===== src/rtl/integer_partition_counter_unit_macros.svh =====
// ----------------------------------------------------------------------------
// Assertion macros for the integer partition counter
// Shorthand for clocked, reset-qualified assertions used in the RTL.
// ----------------------------------------------------------------------------
`ifndef INTEGER_PARTITION_COUNTER_UNIT_MACROS_SVH
`define INTEGER_PARTITION_COUNTER_UNIT_MACROS_SVH

// Consequent must hold in the same cycle as the antecedent.
`define IPC_ASSERT_SAME(lbl, ante, cons, msg) \
  lbl: assert property (@(posedge clk) disable iff (!rst_n) (ante) |-> (cons)) \
    else $error(msg);

// Consequent must hold in the cycle after the antecedent.
`define IPC_ASSERT_NEXT(lbl, ante, cons, msg) \
  lbl: assert property (@(posedge clk) disable iff (!rst_n) (ante) |=> (cons)) \
    else $error(msg);

`endif


===== src/rtl/ipc_pkg.sv =====
// ----------------------------------------------------------------------------
// ipc_pkg
// Shared constants, types, helper functions and the control store of the
// integer partition counter.
// ----------------------------------------------------------------------------
package ipc_pkg;

  localparam int MAX_N       = 127;
  localparam int ROW_LEN     = MAX_N + 1;
  localparam int TABLE_DEPTH = ROW_LEN * ROW_LEN;
  localparam int AW          = $clog2(TABLE_DEPTH);
  localparam int QW          = 7;
  localparam int DW          = 64;
  localparam int CW_RAW      = $clog2(MAX_N + 2);
  localparam int CW          = (CW_RAW > QW) ? CW_RAW : QW;
  localparam int PW          = 4;

  localparam logic [DW-1:0] ALL_ONES = '1;

  typedef logic [CW-1:0] cnt_t;
  typedef logic [AW-1:0] addr_t;
  typedef logic [DW-1:0] word_t;
  typedef logic [PW-1:0] pc_t;

  typedef enum logic [3:0] {
    OP_NOP,
    OP_ACCEPT,
    OP_CHKN,
    OP_ROWCHK,
    OP_KCHK,
    OP_KSET,
    OP_SUM,
    OP_WRITE,
    OP_RSINIT,
    OP_PART,
    OP_DONE
  } ipc_op_t;

  typedef enum logic [3:0] {
    C_NEVER,
    C_ALWAYS,
    C_IN_FIRE,
    C_BAD_N,
    C_ROW_PAST,
    C_K_PAST,
    C_K_EDGE,
    C_LAST,
    C_OUT_FREE
  } ipc_cond_t;

  // One control word: datapath operation, branch condition, branch target,
  // and whether a false condition holds the step instead of advancing.
  typedef struct packed {
    ipc_op_t   op;
    ipc_cond_t cond;
    logic      hold;
    pc_t       target;
  } ipc_uword_t;

  // Datapath status seen by the sequencer.
  typedef struct packed {
    logic bad_n;
    logic row_past;
    logic k_past;
    logic k_edge;
    logic last;
  } ipc_stat_t;

  localparam pc_t S_WAIT   = 4'd0;
  localparam pc_t S_CHKN   = 4'd1;
  localparam pc_t S_ROWCHK = 4'd2;
  localparam pc_t S_KCHK   = 4'd3;
  localparam pc_t S_KSET   = 4'd4;
  localparam pc_t S_FSUM   = 4'd5;
  localparam pc_t S_FDRAIN = 4'd6;
  localparam pc_t S_WRITE  = 4'd7;
  localparam pc_t S_RSINIT = 4'd8;
  localparam pc_t S_RSUM   = 4'd9;
  localparam pc_t S_RDRAIN = 4'd10;
  localparam pc_t S_PART   = 4'd11;
  localparam pc_t S_DONE   = 4'd12;

  function automatic ipc_uword_t ucode(pc_t pc);
    ipc_uword_t w;
    case (pc)
      S_WAIT:   w = '{OP_ACCEPT, C_IN_FIRE,  1'b1, S_CHKN};
      S_CHKN:   w = '{OP_CHKN,   C_BAD_N,    1'b0, S_DONE};
      S_ROWCHK: w = '{OP_ROWCHK, C_ROW_PAST, 1'b0, S_RSINIT};
      S_KCHK:   w = '{OP_KCHK,   C_K_PAST,   1'b0, S_ROWCHK};
      S_KSET:   w = '{OP_KSET,   C_K_EDGE,   1'b0, S_KCHK};
      S_FSUM:   w = '{OP_SUM,    C_LAST,     1'b1, S_FDRAIN};
      S_FDRAIN: w = '{OP_NOP,    C_NEVER,    1'b0, S_WAIT};
      S_WRITE:  w = '{OP_WRITE,  C_ALWAYS,   1'b0, S_KCHK};
      S_RSINIT: w = '{OP_RSINIT, C_NEVER,    1'b0, S_WAIT};
      S_RSUM:   w = '{OP_SUM,    C_LAST,     1'b1, S_RDRAIN};
      S_RDRAIN: w = '{OP_NOP,    C_NEVER,    1'b0, S_WAIT};
      S_PART:   w = '{OP_PART,   C_NEVER,    1'b0, S_WAIT};
      S_DONE:   w = '{OP_DONE,   C_OUT_FREE, 1'b1, S_WAIT};
      default:  w = '{OP_NOP,    C_ALWAYS,   1'b0, S_WAIT};
    endcase
    return w;
  endfunction

  // Entry of p(row, col) in the table.
  function automatic addr_t row_addr(cnt_t row, cnt_t col);
    return AW'(row) * AW'(ROW_LEN) + AW'(col);
  endfunction

  // Unsigned add that sticks at the all-ones value.
  function automatic word_t sat_add(word_t a, word_t b);
    logic [DW:0] s;
    s = {1'b0, a} + {1'b0, b};
    return s[DW] ? ALL_ONES : s[DW-1:0];
  endfunction

endpackage


===== src/rtl/ipc_seq.sv =====
// ----------------------------------------------------------------------------
// ipc_seq
// Step counter and control store: fetches one control word per cycle and
// branches on datapath status and the channel handshakes.
// ----------------------------------------------------------------------------
module ipc_seq
  import ipc_pkg::*;
(
  input  logic      clk,
  input  logic      rst_n,
  input  ipc_stat_t stat,
  input  logic      in_fire,
  input  logic      out_free,
  output ipc_op_t   op
);

  pc_t        pc_r;
  pc_t        pc_nxt;
  ipc_uword_t uw;
  logic       cond_true;

  assign uw = ucode(pc_r);
  assign op = uw.op;

  always_comb begin
    case (uw.cond)
      C_NEVER:    cond_true = 1'b0;
      C_ALWAYS:   cond_true = 1'b1;
      C_IN_FIRE:  cond_true = in_fire;
      C_BAD_N:    cond_true = stat.bad_n;
      C_ROW_PAST: cond_true = stat.row_past;
      C_K_PAST:   cond_true = stat.k_past;
      C_K_EDGE:   cond_true = stat.k_edge;
      C_LAST:     cond_true = stat.last;
      C_OUT_FREE: cond_true = out_free;
      default:    cond_true = 1'b0;
    endcase

    if (cond_true) begin
      pc_nxt = uw.target;
    end else if (uw.hold) begin
      pc_nxt = pc_r;
    end else begin
      pc_nxt = pc_r + 1'b1;
    end
  end

  always_ff @(posedge clk) begin
    if (!rst_n) begin
      pc_r <= S_WAIT;
    end else begin
      pc_r <= pc_nxt;
    end
  end

endmodule


===== config.mk =====
export PLATFORM = sky130hd
export DESIGN_NAME = ipc_seq
export DESIGN_NICKNAME = d
export VERILOG_FILES = /design/src/rtl/integer_partition_counter_unit_macros.svh /design/src/rtl/ipc_pkg.sv /design/src/rtl/ipc_seq.sv
export SDC_FILE = /design/constraint.sdc
export NUM_CORES = 1
export LEC_CHECK = 0
export ABC_CLOCK_PERIOD_IN_PS = 3400
export BUFFER_PORTS_ARGS = -buffer_cell sky130_fd_sc_hd__buf_2
export CORE_MARGIN = 2
export CORE_UTILIZATION = 40
export DETAILED_ROUTE_END_ITERATION = 16
export GPL_TIMING_DRIVEN = 0
export REMOVE_ABC_BUFFERS = 1
export SLEW_MARGIN = 20
export SYNTH_ARGS = -nofsm -noshare
export SYNTH_HDL_FRONTEND = slang
export SYNTH_SLANG_ARGS = --single-unit

===== constraint.sdc =====
create_clock -name clk -period 3.4 [get_ports clk]
set_clock_uncertainty 0.1 [all_clocks]
set_input_delay 0.68 -clock clk [delete_from_list [all_inputs] [get_ports clk]]
set_output_delay 0.68 -clock clk [all_outputs]
set_load 0.02 [all_outputs]

==> impl_metrics.toml, run 1 <==
[logic_synthesis]
yosys.area_share.simple_pct = 18.1
syn-instance-count = 118
synth-seq-area-share_pct = 30.4
ys_async_sr_fraction_pct = 0
synth_largest_area_cell = "dfxtp_1"
synthMuxAreaShare_pct = 15.9
synth.area.top_cells = "dfxtp_1 (30%), mux2i_1 (6.7%), ha_1 (4.8%)"
ys.flop_type = "dfxtp_1"
yosys.area.top_type_share_pct = 30.4
synthAdderAreaFrac_pct = 4.75
synth_area_mm2 = 0.00105
ys_warn_count = 0
syn_area_per_cell_um2 = 8.93
synth_xor_area_share_pct = 6.53
synth_top_family_by_area = "simple AND/OR/NAND/NOR gates"
synth-edff-count = 0
ys_ff_latch = 16
synth_compound_area_share_pct = 15.3
ys_types = 38

[critical_path]
path_class = "reg -> reg"
end_kind = "flop"
arrival_ps = 3200
r2r_setup_slack_ps = 280
startpoint_type = "flop"
worst-path-max-fanout = 20
required_ps = 3480

[status]
status = "finished, final reports clean"

[global_route]
grt_pass1_wl_mm = 3.35
grt_max_degree = 21
antenna_found_initial = 0
gr-usage-all-layers_pct = 13.7
gr-total-overflow = 0
grt_pass1_vias = 775

[run]
cap_viol_max_count = 0

[routing]
num_vias = 823
drt_wl_total_mm = 2.00
first_pass_iters = 4
final_antenna_net_count = 0
drt-wirelength-per-cell_um = 12.9
drt-initial-drc-count = 7
routed_via_density = 5.31
drc = 0

[layout]
seqCellArea_um2 = 320
num-nets-final = 140
fill_cells = 258
n_antenna_cell = 0
multi_input_area_um2 = 647
drive_above_1_share_pct = 20.8
syn_to_final_growth_pct = 6.41

[placement]
place_congestion = 0.833
port_buffers = 12
dpl.hpwl_mm = 1.50

[die]
coreArea_mm2 = 0.00248
initial_core_util_pct = 42.5
placementRows = 18
die_w_um = 55.3
die_area_mm2 = 0.00306
die_h_um = 55.3
io_pins = 13

[timing]
setup_tns_ps = 0
setup_viol = 0
holdWs_ps = 499
finalCritPeriodShare_pct = 91.7
slew_viol_final = 0
rsz0062_at_grt = "false"
finalHoldViolCount = 0
maxSlewHeadroom_pct = 50.4
min_period_ps = 3120
fmax_mhz = 321
worst_slew_pin_slew_ps = 740

[clock_tree]
clk_pin_slew_ps = 90
clock_sinks = 16
cts_buffers = 3
cts_tree = "built"
cts_resized = 0
cts_hold_buf = 0
cts_buffer_depth = 2
cts_setup_buffers = 0
clockRootBuffer = "clkbuf_4"
htreeDepth = 1
insertion_delay_ps = 290

[pwr]
p_per_area_mw_per_mm2 = 987
p_leak_nw = 0.500
vdd_drop_max_mv = 0.558

[worst_hold_path]
hold_class = "reg -> reg"
path summary, 6_finish.rpt:
check	startpoint	endpoint	cells past startpoint
worst min register to register	uw[1]	pc_r[1]	2
worst max register to register	uw[7]	uw[0]	11
worst min-delay path	uw[1]	pc_r[1]	2
worst max-delay path	uw[7]	uw[0]	11
placed cells by master, fill, tap and decap left out, types with 3 or more instances in the layout:
| cell | Yosys | routed |
|---|---|---|
| nand2_1 | 13 | 13 |
| buf_2 | 1 | 12 |
| nor3_1 | 3 | 3 |
| ha_1 | 4 | 4 |
| nor2b_1 | 3 | 3 |
| nand2b_1 | 3 | 3 |
| nand3_1 | 3 | 3 |
| a21oi_1 | 3 | 3 |
| inv_1 | 9 | 9 |
| clkbuf_4 | 0 | 3 |
| o21ai_0 | 4 | 4 |
| xor2_1 | 3 | 3 |
| mux2i_1 | 7 | 7 |
| xnor2_1 | 3 | 3 |
| nor2_1 | 10 | 10 |
| dfxtp_1 | 16 | 16 |
layout make-up:
| cell class | count | share of cell area [%] |
|---|---|---|
| tap | 30 | 3.35 |
| multi-input combinational | 85 | 57.7 |
| clock buffer | 3 | 2.01 |
| inverter | 9 | 3.01 |
| sequential | 16 | 28.6 |
| timing repair buffer | 12 | 5.36 |
worst max-delay path, stage by stage, from the launching register on:
cell      delay (ps)
dfxtp_1          420
mux2i_1          240
o21ai_1          130
o211ai_4         620
mux2i_1          200
nor2_1           280
inv_1             80
ha_1             350
nor2_1            60
mux2i_1          230
inv_1             60
a22o_1           230
per-layer routing:
metal	wire length (um)	track usage, %	share of wire [%]
met1	898	16.3	45
met2	975	23.6	49
met5	0	0	0
met3	85	2.81	4.3
met4	38	6.27	1.9
cells in the mapped netlist (2+ instances only):
cell       n
nor2_1    10
nor3_1     3
buf_6      2
a21oi_1    3
nand2b_1   3
o211ai_1   2
ha_1       4
nand3_1    3
mux2i_4    2
buf_4      4
mux2_2     2
mux2_4     2
o31ai_1    2
inv_1      9
o21ai_0    4
xnor2_1    3
mux2i_1    7
nand2_1   13
xor2_1     3
dfxtp_1   16
a22o_1     2
nor2b_1    3
through the flow:
stage                     cells  setup WS, ps  cell area, um^2  total power [W]  util, %
after floorplan             110           244              992         0.000868        -
after global placement      152          -249             1090         0.000994     44.0
after detailed placement    152          -279             1090          0.00101     44.0
after CTS                   155          3.35             1110          0.00110     44.9
after global routing        155          7.93             1120          0.00121     45.3
final                       155           283             1120          0.00111     45.3
sequential cells by signal (all words and copies together), names as in the netlist:
signal,flops
uw,12
pc_r,4
logic make-up after synthesis:
| logic type | Yosys count |
|---|---|
| AOI/OAI and AO/OA | 21 |
| adders and majority gates | 4 |
| muxes | 13 |
| buffers and inverters | 17 |
| xor gates and xnor gates | 7 |
| DFF | 16 |
| and+or+nand+nor | 40 |
power breakdown:
group          total (W)  internal [W]  switching, W
Combinational   0.000679      0.000311      0.000368
Clock          0.0000988     0.0000412     0.0000576
Sequential      0.000328      0.000261     0.0000675
Total            0.00111      0.000613      0.000493
(Power assumes the default switching activity.)
==> run 2: changes to the inputs <==
--- a/config.mk
+++ b/config.mk
@@ -5,6 +5,7 @@
 export SDC_FILE = /design/constraint.sdc
 export NUM_CORES = 1
 export LEC_CHECK = 0
+export ABC_AREA = 1
 export ABC_CLOCK_PERIOD_IN_PS = 3400
 export BUFFER_PORTS_ARGS = -buffer_cell sky130_fd_sc_hd__buf_2
 export CORE_MARGIN = 2
==> run 2 against run 1 <==
  * Utilization increased by 0.43 points
  * Sequential power about the same
  * Design area decreased by 0.89%
  * First-iteration DRC count rose to 3.9 times the previous value
  * Critical path depth rose by 3
  * Via count grew 4.5%
  * Fmax rose by 44%
  * Final cell count grew 16%
  * Critical path type unchanged
  * Largest cell class unchanged
==> impl_metrics.toml, run 2 <==
[die]
coreArea_mm2 = 0.00243
die_w_um = 54.3
die_h_um = 54.3
die_area_mm2 = 0.00295
initial_core_util_pct = 41.6
io_pins = 13
placementRows = 18

[routing]
num_vias = 860
drt-wirelength-per-cell_um = 10.5
drt-initial-drc-count = 27
drc = 0
first_pass_iters = 4
routed_via_density = 4.78
final_antenna_net_count = 0
drt_wl_total_mm = 1.89

[worst_hold_path]
hp-start = "uw[0]"
hold_depth = 2
hold_class = "reg -> reg"
min_to = "pc_r[0]"

[logic_synthesis]
ys_warn_count = 0
syn-instance-count = 139
ys.flop_type = "dfxtp_1"
synth_xor_area_share_pct = 0.865
synth_top_family_by_area = "simple AND/OR/NAND/NOR gates"
syn_area_per_cell_um2 = 7.28
synth_area_mm2 = 0.00101
synthAdderAreaFrac_pct = 4.94
synth-seq-area-share_pct = 31.6
synthMostInstantiatedCell = "nand2_1"
ys_async_sr_fraction_pct = 0
yosys.area_share.simple_pct = 48.7
synth_largest_area_cell = "dfxtp_1"
ys_types = 24
yosys.area.top_type_share_pct = 31.6
synthMuxAreaShare_pct = 0
synth-edff-count = 0
synth_compound_area_share_pct = 3.83
ys_top_cells_by_count = "nand2_1 (33), nand3_1 (18), dfxtp_1 (16)"
synth.area.top_cells = "dfxtp_1 (32%), nand2_1 (12%), nand3_1 (8.9%)"
ys_ff_latch = 16

[critical_path]
end_kind = "flop"
worst-path-max-fanout = 9
worstReg2RegStart = "uw[7]"
required_ps = 3540
ff2ff_path_depth = 14
arrival_ps = 2310
path_class = "reg -> reg"
r2r-end = "uw[9]"
r2r_setup_slack_ps = 1230
startpoint_type = "flop"

[global_route]
antenna_found_initial = 0
gr-usage-all-layers_pct = 14.4
grt_pass1_vias = 755
use_met2_pct = 23.9
grt_pass1_wl_mm = 3.06
grt_max_degree = 10
met1_usage_pct = 18.2
gr-total-overflow = 0
grt.busiest_layer = "met2"
use_met3_pct = 2.73

[layout]
n_antenna_cell = 0
fill_cells = 265
syn_to_final_growth_pct = 9.77
layout_commonest_cell = "nand2_1"
largest_reg_flops = 12
fin_cells = 180
drive_above_1_share_pct = 28.0
num-nets-final = 164
final_cell_mix = "nand2_1 (33), nand3_1 (18), dfxtp_1 (16), inv_1 (14)"

[placement]
place_congestion = 0.773
dpl.hpwl_mm = 1.52
placed_cells = 176
port_buffers = 12

[clock_tree]
cts_setup_buffers = 0
insertion_delay_ps = 290
clockRootBuffer = "clkbuf_4"
clock_sinks = 16
clk_pin_slew_ps = 90
cts_tree = "built"
cts_hold_buf = 0
htreeDepth = 1
cts_buffer_depth = 2
cts_buffers = 3
cts_resized = 0

[timing]
finalCritPeriodShare_pct = 63.8
maxSlewHeadroom_pct = 81.8
holdWs_ps = 404
worst_slew_pin_slew_ps = 273
slew_viol_final = 0
finalHoldViolCount = 0
min_period_ps = 2170
setup_tns_ps = 0
rsz0062_at_grt = "false"
fmax_mhz = 461
setup_viol = 0

[pwr]
vdd_drop_max_mv = 0.558
p_leak_nw = 0.588
p_per_area_mw_per_mm2 = 1180

[status]
status = "finished, final reports clean"

[run]
cap_viol_max_count = 0
==> run 2: how the worst max path moves through the flow <==
| stage | slack [ps] | startpoint | cells past startpoint | endpoint |
|---|---|---|---|---|
| 6_report | 1230 | uw[7] | 14 | uw[9] |
| 4_1_cts | 1220 | uw[7] | 14 | uw[9] |
| 3_5_place_dp | 990 | out_free | 12 | uw[10] |
| 2_1_floorplan | 1300 | in_fire | 11 | uw[9] |
| 3_3_place_gp | 1040 | out_free | 12 | uw[4] |
| 5_1_grt | 1040 | uw[7] | 14 | uw[9] |
==> run 2: cell type report <==
class	instances	area, um^2	share of cell area, %
clock buffer	4	36.3	3.27
inverter	17	66.3	5.97
multi-input combinational	101	591	53.2
sequential	16	320	28.8
tap	30	37.5	3.38
timing repair buffer	12	60.1	5.41
==> run 2: layer usage <==
metal  routed length, um  vias up
met5                   0        -
met4                  11        0
met3                  90        2
met2                 881       20
met1                 902      384
li1                    -      454
==> run 2: kinds of logic after synthesis <==
family / Yosys count
buffers and inverters: 22
xor gates and xnor gates: 1
DFF: 16
AOI/OAI and AO/OA: 7
adders and majority gates: 4
and+or+nand+nor: 89
==> run 2: power breakdown <==
part | switching, W | internal (W)
Clock | 0.0000606 | 0.0000652
Combinational | 0.000562 | 0.000300
Sequential | 0.0000513 | 0.000274
Total | 0.000674 | 0.000639
==> run 2: critical path: stages, from the launching register on <==
cell and delay [ps]:
dfxtp_1 360, inv_1 60, nor2_2 150, nand3_1 110
nand2_2 130, nor2_8 70, nand3b_1 80, nand2_1 100
nor2_4 170, inv_1 90, ha_1 320, nand3b_1 190
nand2_1 90, nand2_1 50, nand2_1 50
==> run 2: metrics by stage <==
step	util [%]	instance area, um^2	total power [W]	setup WS, ps
after floorplan	-	977	0.00103	1300
after global placement	44.2	1070	0.00118	1040
final	45.7	1110	0.00131	1230
after CTS	45.7	1110	0.00132	1220
after detailed placement	44.2	1070	0.00119	989
after global routing	45.7	1110	0.00145	1040
==> run 3: changes to the inputs <==
--- a/config.mk
+++ b/config.mk
@@ -6,7 +6,7 @@
 export NUM_CORES = 1
 export LEC_CHECK = 0
 export ABC_AREA = 1
-export ABC_CLOCK_PERIOD_IN_PS = 3400
+export ABC_CLOCK_PERIOD_IN_PS = 2210
 export BUFFER_PORTS_ARGS = -buffer_cell sky130_fd_sc_hd__buf_2
 export CORE_MARGIN = 2
 export CORE_UTILIZATION = 40
==> constraint.sdc (replaced) <==
create_clock -name clk -period 2.21 [get_ports clk]
set_clock_uncertainty 0.1 [all_clocks]
set_input_delay 0.442 -clock clk [delete_from_list [all_inputs] [get_ports clk]]
set_output_delay 0.442 -clock clk [all_outputs]
set_load 0.02 [all_outputs]
==> run 3 against run 2 <==
  * Worst hold slack improved by 1.6 ps
  * Routed wire length is 2.9% higher
  * Setup slack got worse by 1100 ps
  * Clock power increased by 53%
  * Global-route usage did not move
  * Final cell count up 1.1%
  * Non-clock buffer count is 2 higher
  * Largest cell class unchanged
  * Largest power group unchanged
  * Highest routed layer unchanged
==> impl_metrics.toml, run 3 (synthesized netlist as in run 2, its figures left out) <==
[status]
status = "finished, final reports clean"

[global_route]
grt_pass1_vias = 755
antenna_found_initial = 0
gr-total-overflow = 0
gr-usage-all-layers_pct = 14.4
grt_max_degree = 10
grt_pass1_wl_mm = 3.06

[layout]
largest_reg_flops = 12
layout_commonest_cell = "nand2_1"
num-nets-final = 166
syn_to_final_growth_pct = 15.0
drive_above_1_share_pct = 35.5
fill_cells = 256
n_antenna_cell = 0
fin_area_mm2 = 0.00116
final_cell_mix = "nand2_1 (32), nand3_1 (17), inv_1 (14), buf_2 (12), dfxtp_1 (12)"

[die]
coreArea_mm2 = 0.00243
io_pins = 13
initial_core_util_pct = 41.6
die_h_um = 54.3
die_area_mm2 = 0.00295
placementRows = 18
die_w_um = 54.3

[critical_path]
startpoint_type = "flop"
timing.critical_path.buf_inv = 2
path_class = "reg -> reg"
cp_slowest_cell = "dfxtp_2"
cpPeakStageDelay_ps = 340
required_ps = 2300
crit_path_frequent_cell = "nor2_4"
worst-path-max-fanout = 9
cpLargestDelayFamily = "simple AND/OR/NAND/NOR gates"
end_kind = "flop"
arrival_ps = 2140
crit_chain = "inv_1 > nor2_4 > nand3_1 > nand2_2 > nor2_8 > nand3b_1 > nand2_2 > nor2_4 > buf_4 > ha_1 > nand3_1 > nor2_4 > nor2_2 > nand2_1"

[timing]
setup_viol = 0
maxSlewHeadroom_pct = 80.7
finalCritPeriodShare_pct = 92.8
fmax_mhz = 488
worst_slew_pin_slew_ps = 289
rsz0062_at_grt = "false"
min_period_ps = 2050
setup_tns_ps = 0
finalHoldViolCount = 0
slew_viol_final = 0

[placement]
place_area_mm2 = 0.00107
place_congestion = 0.773
port_buffers = 12
dpl.hpwl_mm = 1.52

[routing]
first_pass_iters = 4
drt-wirelength-per-cell_um = 10.7
routed_via_density = 4.85
drt_wl_total_mm = 1.94
drc = 0
num_vias = 882
final_antenna_net_count = 0
drt-initial-drc-count = 8

[clock_tree]
cts_buffer_depth = 2
cts_hold_buf = 0
clk_pin_slew_ps = 90
insertion_delay_ps = 290
clock_sinks = 16
htreeDepth = 1
cts_buffers = 3
clockRootBuffer = "clkbuf_4"
cts_tree = "built"

[worst_hold_path]
hold_class = "reg -> reg"

[pwr]
vdd_drop_max_mv = 0.866
p_per_area_mw_per_mm2 = 1830
p_leak_nw = 0.602

[run]
cap_viol_max_count = 0
## run 3: changes by cell type in the layout (fill, tap and decap cells not counted), sizes merged
cell / before / now
buf: 12 / 14
## run 3: power breakdown
group	total (W)	switching [W]	leakage (nW)	internal (W)
registers	0.000517	0.0000892	0.134	0.000428
logic	0.00142	0.000893	0.447	0.000531
clock network	0.000193	0.0000929	0.0210	0.000100
## run 3: worst paths after layout
path	start	endpoint	slack, ps	cells past startpoint
max	uw[7]	uw[10]	160	14
min	uw[0]	pc_r[0]	410	2
max reg2reg	uw[7]	uw[10]	160	14
min reg2reg	uw[0]	pc_r[0]	410	2
## run 3: layer usage
metal / vias up / global-route usage [%] / share of wire [%]
met3: 5 / 2.73 / 4.0
met2: 18 / 23.9 / 49
met4: 0 / 6.25 / 1.5
li1: 459 / - / -
met1: 400 / 18.2 / 45
met5: - / 0 / 0
## run 3: timing repair
action / CTS / global route
endpoints found under the setup margin: 0 / 9
endpoints found under the hold margin: 0 / 0
setup buffers: 0 / 2
resized for setup: 0 / 11
## run 3: cell type report
| cell class | count | area (um^2) | share of cell area (%) |
|---|---|---|---|
| Timing Repair Buffer | 14 | 75.1 | 6.45 |
| Clock buffer | 4 | 36.3 | 3.12 |
| Tap cell | 30 | 37.5 | 3.23 |
| Multi-Input combinational cell | 101 | 623 | 53.5 |
| Inverter | 17 | 66.3 | 5.70 |
| Sequential cell | 16 | 325 | 28.0 |
## run 3: through the flow
stage	cells	setup WS, ps	utilization (%)	power (W)	hold slack [ps]
2_1_floorplan	134	307	-	0.00158	363
3_3_place_gp	176	83.6	44.2	0.00181	384
3_5_place_dp	176	37.0	44.2	0.00184	381
4_1_cts	180	29.5	45.7	0.00203	406
5_1_grt	182	10.4	47.8	0.00236	444
6_report	182	160	47.8	0.00213	406
## run 3: worst register-to-register path, cell delays in order (launching register included)
cell and delay [ps]:
dfxtp_2 340, inv_1 90, nor2_4 50, nand3_1 80, nand2_2 100, nor2_8 190
nand3b_1 110, nand2_2 100, nor2_4 50, buf_4 130, ha_1 210, nand3_1 150
nor2_4 60, nor2_2 140, nand2_1 60
